File: src/hw/rtl/pcx_rle_pkg.sv
// Shared types and constants for the PCX run-length scanline decoder.
// No dependencies; used by every module of the block.
`timescale 1ns / 1ps

package pcx_rle_pkg;

	// Byte classification
	localparam logic [7:0] PREFIX_MASK = 8'hC0;
	localparam logic [7:0] RUN_MASK    = 8'h3F;

	// Configuration register indexes
	localparam logic REG_LINE_LENGTH = 1'b0;
	localparam logic REG_LINE_TOTAL  = 1'b1;

	// Register reset values
	localparam logic [15:0] LINE_LENGTH_RESET = 16'd320;
	localparam logic [15:0] LINE_TOTAL_RESET  = 16'd200;

	// Default depth of the command queue between front and back end
	localparam int QUEUE_DEPTH_DEFAULT = 2;

	// One classified command: a pixel value, how often to repeat it, and
	// whether the image state must be cleared before it is carried out
	typedef struct packed {
		logic [7:0] code;
		logic [5:0] run;
		logic       start;
	} cmd_t;

	// Front end to queue
	typedef struct packed {
		logic push;
		cmd_t cmd;
	} push_t;

	// Queue to back end
	typedef struct packed {
		logic valid;
		cmd_t cmd;
	} head_t;

endpackage

File: src/hw/rtl/pcx_rle_scanline_decoder.sv
// PCX run-length scanline decoder, top level: configuration registers,
// front end, command queue and back end. Depends on pcx_rle_pkg.
`timescale 1ns / 1ps

// Decodes a PCX compressed image body one byte at a time into pixel bytes,
// flagging the end of each scanline, the end of the image and the last
// pixel caused by each input byte. A count prefix byte is accepted and
// produces no pixel. The front end accepts one byte per cycle while the
// command queue has room; the back end takes a command from the queue
// only once the previous run is done and expands it at one pixel per
// cycle while the pixel channel is not stalled. Pixels after the final
// scanline are dropped. line_length (index 0) and line_total (index 1)
// are written through the configuration channel, which is always ready,
// and should be changed only while the decoder is idle.

module pcx_rle_scanline_decoder #(
	parameter int QUEUE_DEPTH = pcx_rle_pkg::QUEUE_DEPTH_DEFAULT
) (
	input  logic        clk,
	input  logic        arst_n,
	// compressed byte channel
	input  logic        code_valid,
	output logic        code_stall,
	input  logic [7:0]  code_byte,
	input  logic        image_start,
	// pixel channel
	output logic        pix_valid,
	input  logic        pix_stall,
	output logic [7:0]  pixel,
	output logic        line_end,
	output logic        image_end,
	output logic        last,
	// configuration channel
	input  logic        cfg_valid,
	output logic        cfg_ready,
	input  logic        cfg_index,
	input  logic [15:0] cfg_data
);

	logic [15:0]        line_length_q;
	logic [15:0]        line_total_q;
	pcx_rle_pkg::push_t push;
	pcx_rle_pkg::head_t head;
	logic               queue_full;
	logic               pop;

	assign cfg_ready = 1'b1;

	// Write configuration registers
	always_ff @(posedge clk or negedge arst_n) begin
		if (!arst_n) begin
			line_length_q <= pcx_rle_pkg::LINE_LENGTH_RESET;
			line_total_q  <= pcx_rle_pkg::LINE_TOTAL_RESET;
		end else if (cfg_valid && cfg_ready) begin
			unique case (cfg_index)
				pcx_rle_pkg::REG_LINE_LENGTH: line_length_q <= cfg_data;
				pcx_rle_pkg::REG_LINE_TOTAL:  line_total_q  <= cfg_data;
				default:                      line_length_q <= line_length_q;
			endcase
		end
	end

	pcx_rle_front u_front (
		.clk         (clk),
		.arst_n      (arst_n),
		.code_valid  (code_valid),
		.code_stall  (code_stall),
		.code_byte   (code_byte),
		.image_start (image_start),
		.queue_full  (queue_full),
		.push        (push)
	);

	pcx_rle_queue #(
		.DEPTH (QUEUE_DEPTH)
	) u_queue (
		.clk    (clk),
		.arst_n (arst_n),
		.push   (push),
		.full   (queue_full),
		.head   (head),
		.pop    (pop)
	);

	pcx_rle_back u_back (
		.clk         (clk),
		.arst_n      (arst_n),
		.head        (head),
		.pop         (pop),
		.line_length (line_length_q),
		.line_total  (line_total_q),
		.pix_valid   (pix_valid),
		.pix_stall   (pix_stall),
		.pixel       (pixel),
		.line_end    (line_end),
		.image_end   (image_end),
		.last        (last)
	);

endmodule

File: src/hw/rtl/pcx_rle_front.sv
// Front end: accepts compressed bytes, tracks count prefixes and issues
// run commands. Depends on pcx_rle_pkg.
`timescale 1ns / 1ps

module pcx_rle_front (
	input  logic                clk,
	input  logic                arst_n,
	input  logic                code_valid,
	output logic                code_stall,
	input  logic [7:0]          code_byte,
	input  logic                image_start,
	input  logic                queue_full,
	output pcx_rle_pkg::push_t  push
);

	logic       count_pending_q;
	logic [5:0] pending_run_q;
	logic       accept;
	logic       pend;
	logic [5:0] prun;
	logic       is_prefix;

	assign code_stall = queue_full;
	assign accept     = code_valid && !code_stall;

	// Start drops any prefix still waiting for its value byte
	assign pend      = image_start ? 1'b0 : count_pending_q;
	assign prun      = image_start ? 6'd0 : pending_run_q;
	assign is_prefix = (code_byte & pcx_rle_pkg::PREFIX_MASK) == pcx_rle_pkg::PREFIX_MASK;

	// Classify the byte and build the command
	always_comb begin
		push.push      = 1'b0;
		push.cmd.code  = code_byte;
		push.cmd.start = image_start;
		push.cmd.run   = 6'd1;
		if (accept) begin
			if (pend) begin
				push.cmd.run = prun;
				push.push    = (prun != 6'd0) || image_start;
			end else if (is_prefix) begin
				// prefix gives no pixels; pass the clear on only
				push.cmd.run = 6'd0;
				push.push    = image_start;
			end else begin
				push.push = 1'b1;
			end
		end
	end

	// Hold prefix state
	always_ff @(posedge clk or negedge arst_n) begin
		if (!arst_n) begin
			count_pending_q <= 1'b0;
			pending_run_q   <= 6'd0;
		end else if (accept) begin
			if (!pend && is_prefix) begin
				count_pending_q <= 1'b1;
				pending_run_q   <= code_byte[5:0] & pcx_rle_pkg::RUN_MASK[5:0];
			end else begin
				count_pending_q <= 1'b0;
				pending_run_q   <= 6'd0;
			end
		end
	end

endmodule

File: src/hw/rtl/pcx_rle_queue.sv
// Short command queue decoupling the front end from the back end.
// Depends on pcx_rle_pkg.
`timescale 1ns / 1ps

module pcx_rle_queue #(
	parameter int DEPTH = pcx_rle_pkg::QUEUE_DEPTH_DEFAULT
) (
	input  logic                clk,
	input  logic                arst_n,
	input  pcx_rle_pkg::push_t  push,
	output logic                full,
	output pcx_rle_pkg::head_t  head,
	input  logic                pop
);

	localparam int PW = $clog2(DEPTH);
	localparam int CW = $clog2(DEPTH + 1);

	pcx_rle_pkg::cmd_t entry_q [DEPTH];
	logic [PW-1:0] wr_ptr_q;
	logic [PW-1:0] rd_ptr_q;
	logic [CW-1:0] count_q;
	logic          do_push;
	logic          do_pop;

	assign full       = count_q == CW'(DEPTH);
	assign head.valid = count_q != '0;
	assign head.cmd   = entry_q[rd_ptr_q];
	assign do_push    = push.push && !full;
	assign do_pop     = pop && head.valid;

	// Store the incoming command
	always_ff @(posedge clk) begin
		if (do_push) begin
			entry_q[wr_ptr_q] <= push.cmd;
		end
	end

	// Advance pointers and occupancy
	always_ff @(posedge clk or negedge arst_n) begin
		if (!arst_n) begin
			wr_ptr_q <= '0;
			rd_ptr_q <= '0;
			count_q  <= '0;
		end else begin
			if (do_push) begin
				wr_ptr_q <= (wr_ptr_q == PW'(DEPTH - 1)) ? '0 : wr_ptr_q + 1'b1;
			end
			if (do_pop) begin
				rd_ptr_q <= (rd_ptr_q == PW'(DEPTH - 1)) ? '0 : rd_ptr_q + 1'b1;
			end
			case ({do_push, do_pop})
				2'b10:   count_q <= count_q + 1'b1;
				2'b01:   count_q <= count_q - 1'b1;
				default: count_q <= count_q;
			endcase
		end
	end

`ifndef SYNTHESIS
	a_no_push_when_full: assert property (@(posedge clk) disable iff (!arst_n)
		push.push |-> !full)
		else $error("command pushed into a full queue");

	a_count_bound: assert property (@(posedge clk) disable iff (!arst_n)
		count_q <= CW'(DEPTH))
		else $error("queue occupancy beyond depth");

	a_pop_frees: assert property (@(posedge clk) disable iff (!arst_n)
		full && do_pop && !push.push |=> !full)
		else $error("pop from full queue did not free an entry");
`endif

endmodule

File: src/hw/rtl/pcx_rle_back.sv
// Back end: expands run commands into pixels, counts columns and rows and
// holds the result in an output register. Depends on pcx_rle_pkg.
`timescale 1ns / 1ps

module pcx_rle_back (
	input  logic                clk,
	input  logic                arst_n,
	input  pcx_rle_pkg::head_t  head,
	output logic                pop,
	input  logic [15:0]         line_length,
	input  logic [15:0]         line_total,
	output logic                pix_valid,
	input  logic                pix_stall,
	output logic [7:0]          pixel,
	output logic                line_end,
	output logic                image_end,
	output logic                last
);

	logic        active_q;
	logic [7:0]  code_q;
	logic [5:0]  remaining_q;
	logic [15:0] column_q;
	logic [15:0] row_q;
	logic        done_q;
	logic        out_valid_q;

	logic        can_load;
	logic        emit;
	logic [16:0] col_inc;
	logic [16:0] row_inc;
	logic        le;
	logic        ie;
	logic        lst;

	assign can_load = !out_valid_q || !pix_stall;
	assign pop      = !active_q && head.valid;
	assign emit     = active_q && !done_q && can_load;

	// Line and image completion for the next pixel
	assign col_inc = {1'b0, column_q} + 17'd1;
	assign row_inc = {1'b0, row_q} + 17'd1;
	assign le      = col_inc >= {1'b0, line_length};
	assign ie      = le && (row_inc >= {1'b0, line_total});
	assign lst     = (remaining_q == 6'd1) || ie;

	// Take commands, expand runs, track position
	always_ff @(posedge clk or negedge arst_n) begin
		if (!arst_n) begin
			active_q    <= 1'b0;
			remaining_q <= 6'd0;
			column_q    <= 16'd0;
			row_q       <= 16'd0;
			done_q      <= 1'b0;
		end else if (pop) begin
			active_q    <= head.cmd.run != 6'd0;
			remaining_q <= head.cmd.run;
			if (head.cmd.start) begin
				column_q <= 16'd0;
				row_q    <= 16'd0;
				done_q   <= 1'b0;
			end
		end else if (active_q && done_q) begin
			// image complete: drop the rest of the run
			active_q <= 1'b0;
		end else if (emit) begin
			remaining_q <= remaining_q - 6'd1;
			if (lst) begin
				active_q <= 1'b0;
			end
			if (le) begin
				column_q <= 16'd0;
				row_q    <= row_inc[15:0];
				if (ie) begin
					done_q <= 1'b1;
				end
			end else begin
				column_q <= col_inc[15:0];
			end
		end
	end

	// Latch the pixel value of the command
	always_ff @(posedge clk) begin
		if (pop) begin
			code_q <= head.cmd.code;
		end
	end

	// Output register valid
	always_ff @(posedge clk or negedge arst_n) begin
		if (!arst_n) begin
			out_valid_q <= 1'b0;
		end else if (emit) begin
			out_valid_q <= 1'b1;
		end else if (!pix_stall) begin
			out_valid_q <= 1'b0;
		end
	end

	// Output register payload
	always_ff @(posedge clk) begin
		if (emit) begin
			pixel     <= code_q;
			line_end  <= le;
			image_end <= ie;
			last      <= lst;
		end
	end

	assign pix_valid = out_valid_q;

`ifndef SYNTHESIS
	a_image_end_ends_line: assert property (@(posedge clk) disable iff (!arst_n)
		out_valid_q && image_end |-> line_end)
		else $error("image end without line end");

	a_image_end_sets_done: assert property (@(posedge clk) disable iff (!arst_n)
		emit && ie |=> done_q && !active_q)
		else $error("final line did not close the image");

	a_run_ends_on_last: assert property (@(posedge clk) disable iff (!arst_n)
		emit && lst |=> !active_q)
		else $error("run still active after its last pixel");

	a_no_emit_when_done: assert property (@(posedge clk) disable iff (!arst_n)
		active_q && done_q |=> !active_q && !(out_valid_q && !$past(out_valid_q)))
		else $error("pixel produced after image end");
`endif

endmodule

File: config.mk
export PLATFORM = sky130hd
export DESIGN_NAME = pcx_rle_scanline_decoder
export DESIGN_NICKNAME = d
export VERILOG_FILES = /design/src/hw/rtl/pcx_rle_pkg.sv /design/src/hw/rtl/pcx_rle_scanline_decoder.sv /design/src/hw/rtl/pcx_rle_front.sv /design/src/hw/rtl/pcx_rle_queue.sv /design/src/hw/rtl/pcx_rle_back.sv
export SDC_FILE = /design/constraint.sdc
export NUM_CORES = 1
export LEC_CHECK = 0
export BUFFER_PORTS_ARGS = -buffer_cell sky130_fd_sc_hd__clkbuf_2
export CAP_MARGIN = 20
export CORE_AREA = 2 2 97 146
export CTS_BUF_LIST = sky130_fd_sc_hd__clkbuf_4 sky130_fd_sc_hd__clkbuf_8
export DETAILED_ROUTE_END_ITERATION = 8
export DIE_AREA = 0 0 99 148
export PLACE_DENSITY = 0.74
export SETUP_SLACK_MARGIN = 0.02
export SLEW_MARGIN = 30
export SYNTH_ARGS = -nofsm -noshare
export SYNTH_HDL_FRONTEND = slang
export SYNTH_SLANG_ARGS = --single-unit
File: constraint.sdc
create_clock -name clk -period 5.5 [get_ports clk]
set_input_delay 0.55 -clock clk [delete_from_list [all_inputs] [get_ports clk]]
set_output_delay 0.55 -clock clk [all_outputs]
set_load 0.01 [all_outputs]
==> summary.md <==
| Metric | Value |
|---|---|
| Area Overhead vs Synth | 11.6% |
| GR Util All Layers | 19.6% |
| Arrival time at the worst endpoint | 5.02 ns |
| PD cells | 459 nW/um^2 |
| Die Ht | 148 um |
| Most frequent cells in the layout | 79 x dfrtp_1, 54 x nand2_1, 49 x edfxtp_1, 42 x clkbuf_2, 41 x inv_1 |
| Setup crit end kind | flip-flop |
| CP max stage delay | 0.61 ns |
| First-pass GRT wire length | 22700 um |
| Layout Skew | 0.0157 ns |
| Final net count | 687 |
| # resized after CTS | 0 |
| Ranking of synthesized cells by area | dfrtp_1 30%, edfxtp_1 22%, ha_1 7.1% |
| Startpoint Class | flip-flop |
| Leak pwr | 0.00320 uW |
| IO Port Bufs | 43 |
| Initial antenna violation count | 0 |
| Synth Warn # | 0 |
| Most area-hungry cell type in the Yosys netlist | dfrtp_1 |
| EDFF count, synth | 49 |
| Synth Net Count | 645 |
| Max_cap viols | 0 |
| #FFs+latches synth | 133 |
| Layout cell share with drive strength beyond 1 | 18.7% |
| Worst slew pin tran | 0.894 ns |
| DIE WIDTH | 99 um |
| Most used cell along the critical path | ha_1 |
| Worst skew pair latency | 0.44 ns |
| Tot Pwr | 3360 uW |
| Wire per inst | 17.1 um |
| Full die area | 14700 um^2 |
| Mapped cell area | 6560 um^2 |
| Worst vdd ir | 0.361 mV |
| Placed cell area | 6880 um^2 |
| Vias | 4538 |
| Final Critical Period | 4.65 ns |
| Final instance area | 7320 um^2 |
| Worst Hold Class | input port to asynchronous set/reset pin |
| Slew HR | 40.4% |
| Status | completed |
| Mapped Cells | 577 |
| Grt total ovfl | 0 |
| Synth unique cells | 58 |
| Vias in the first global route | 4735 |
| Crit-path cells | ha_1 -> nand3_2 -> or2_1 -> or4_1 -> nor2_1 -> xor2_1 -> ha_1 -> nand3_1 -> nor3_1 -> a2111oi_0 -> o221a_4 -> clkinv_2 -> o21ai_2 -> mux2_2 |
| Antenna fix cells | 0 |
| Ports | 45 |
| DR iter-0 viols | 238 |
| RSZ-0062 raised after global routing | no |
| Maximum clock rate | 0.215 GHz |
| CP Data Required Time | 5.88 ns |
| Hold Buf Count CTS | 0 |
| CTS Buf Count | 17 |
| Htree depth | 4 |
| Commonest non-fill, non-tap cell in the layout | dfrtp_1 |
| Number of post-CTS setup repair buffers | 0 |
| CTS tree | built |
| Root Buffer | clkbuf_8 |
| Setup_tns | 0 ns |
| Yosys top cell area share | 30.1% |
| Crit Path Max Fanout | 24 |
| Final period utilization | 84.5% |
| Clock Path Buffers | 2 |
| Initial Utilization | 49.2% |
| Main synth FF type | dfrtp_1 |
| Core footprint | 13300 um^2 |
| Dpl hpwl | 9930 um |
| Clock-pin slew on the worst setup and hold paths | 0.09 ns |
| Synth async-reset ratio | 63.2% |
| Pin count of the biggest net entering global routing | 85 |
| Gpl congestion | 0.827 |
| Rows | 52 |
| 1st-pass router iterations | 8 |
| Register area share after synthesis | 54.6% |
| WL final | 13600 um |
| Crit Path Class | flip-flop to flip-flop |
| Hold Violations, Final | 0 |
| Slowest CP cell | or4_1 |
| Routed Antenna Nets | 0 |
| CTS sink cnt | 133 |
| Vias per Instance | 5.72 |
| DRC viols | 0 |
| Fillers | 1130 |
| Mean post-synth cell area | 11.4 um^2 |
| Final-report max-slew violation count | 0 |
| Final setup vio count | 0 |
metrics by stage:
| stage | worst slack [ns] | utilization, % | std cells | hold WS [ns] |
|---|---|---|---|---|
| floorplan | 1.60 | - | 577 | 0.254 |
| global placement | 1.19 | 51.5 | 762 | 0.401 |
| detailed placement | 0.935 | 51.6 | 762 | 0.405 |
| CTS | 0.875 | 54.9 | 794 | 0.171 |
| global route | 0.506 | 54.9 | 794 | 0.163 |
| finish | 0.854 | 54.9 | 794 | 0.143 |
kinds of logic after synthesis:
logic type	synth area share, %
simple gates	11.6
compound gates	12.6
xor+xnor	4.41
mux	5.38
flops	54.6
other cells	0.0572
fa+ha+maj	7.06
buf+inv	4.31
worst paths after layout:
path,start,to,slack [ns],cells after the start
max,u_back.column_q[0]$_DFFE_PN0P_,u_back.row_q[0]$_DFFE_PN0P_,0.85,14
min,arst_n,u_front.pending_run_q[1]$_DFFE_PN0P_,0.14,1
max reg2reg,u_back.column_q[0]$_DFFE_PN0P_,u_back.row_q[0]$_DFFE_PN0P_,0.85,14
min reg2reg,u_back.code_q[1]$_DFFE_PP_,u_back.pixel[1]$_DFFE_PP_,0.43,0
min in group clk,code_byte[7],u_queue.entry_q[1][14]$_DFFE_PP_,0.31,1
max in group asynchronous,arst_n,line_length_q[11]$_DFFE_PN0P_,4.79,1
critical path: cells and delay by family (launching register included):
kind / cells / cell delay (ns)
XOR/XNOR: 1 / 0.23
AO/OA/AOI/OAI: 3 / 1.43
AND/OR/NAND/NOR: 6 / 1.50
multiplexers: 1 / 0.23
buffers and inverters: 1 / 0.24
adder cells (fa/ha/maj): 2 / 0.55
flip-flops: 1 / 0.41
flip-flops by register name (all words and copies together), names as in the netlist, 2 cells and up:
name	flops
line_length_q	16
line_total_q	16
u_back.code_q	8
u_back.column_q	16
u_back.pixel	8
u_back.remaining_q	6
u_back.row_q	16
u_front.pending_run_q	6
u_queue.count_q	2
u_queue.entry_q	30
power by group:
group / internal (uW) / switching (uW) / total [uW]
registers: 1300 / 179 / 1480
logic: 403 / 594 / 997
clock network: 434 / 454 / 889
routing by layer:
metal | vias to the layer above | GRT usage (%) | part of all wire [%]
met1 | 2251 | 21.6 | 39
met4 | 0 | 9.11 | 2.7
met2 | 88 | 35.1 | 55
met3 | 23 | 4.73 | 3.2
met5 | - | 0 | 0
li1 | 2176 | - | -
synthesized netlist by cell type (2+ instances only):
library cell	number
a21o_1	3
a21oi_1	19
a22o_1	19
a31oi_1	7
a32o_1	2
a41oi_1	2
and2_1	8
and3_1	4
and4_1	2
buf_2	3
buf_6	4
clkbuf_1	13
dfrtp_1	79
dfstp_2	5
edfxtp_1	49
ha_1	37
inv_1	41
inv_2	2
mux2_2	26
mux2i_1	6
nand2_1	54
nand2b_1	5
nand3_1	28
nand4_1	7
nor2_1	23
nor2b_1	6
nor3_1	6
nor4_1	3
o211ai_1	2
o21ai_0	29
o21ai_1	2
o21bai_1	4
o221ai_1	3
o311ai_0	2
o311ai_1	4
o31ai_1	9
or2_1	2
or2_2	2
or4_1	5
xnor2_1	28
xor2_1	5
cell type report:
class	instances	area, um^2	area share, %
flip-flops and latches	133	3580	48.9
multi-input cells	379	2710	37.0
clock buffers	17	234	3.20
repair buffers	44	229	3.13
well taps	162	203	2.77
clock inverters	15	201	2.75
inverters	44	166	2.27
Note: power is estimated with default switching activity, not from simulation.
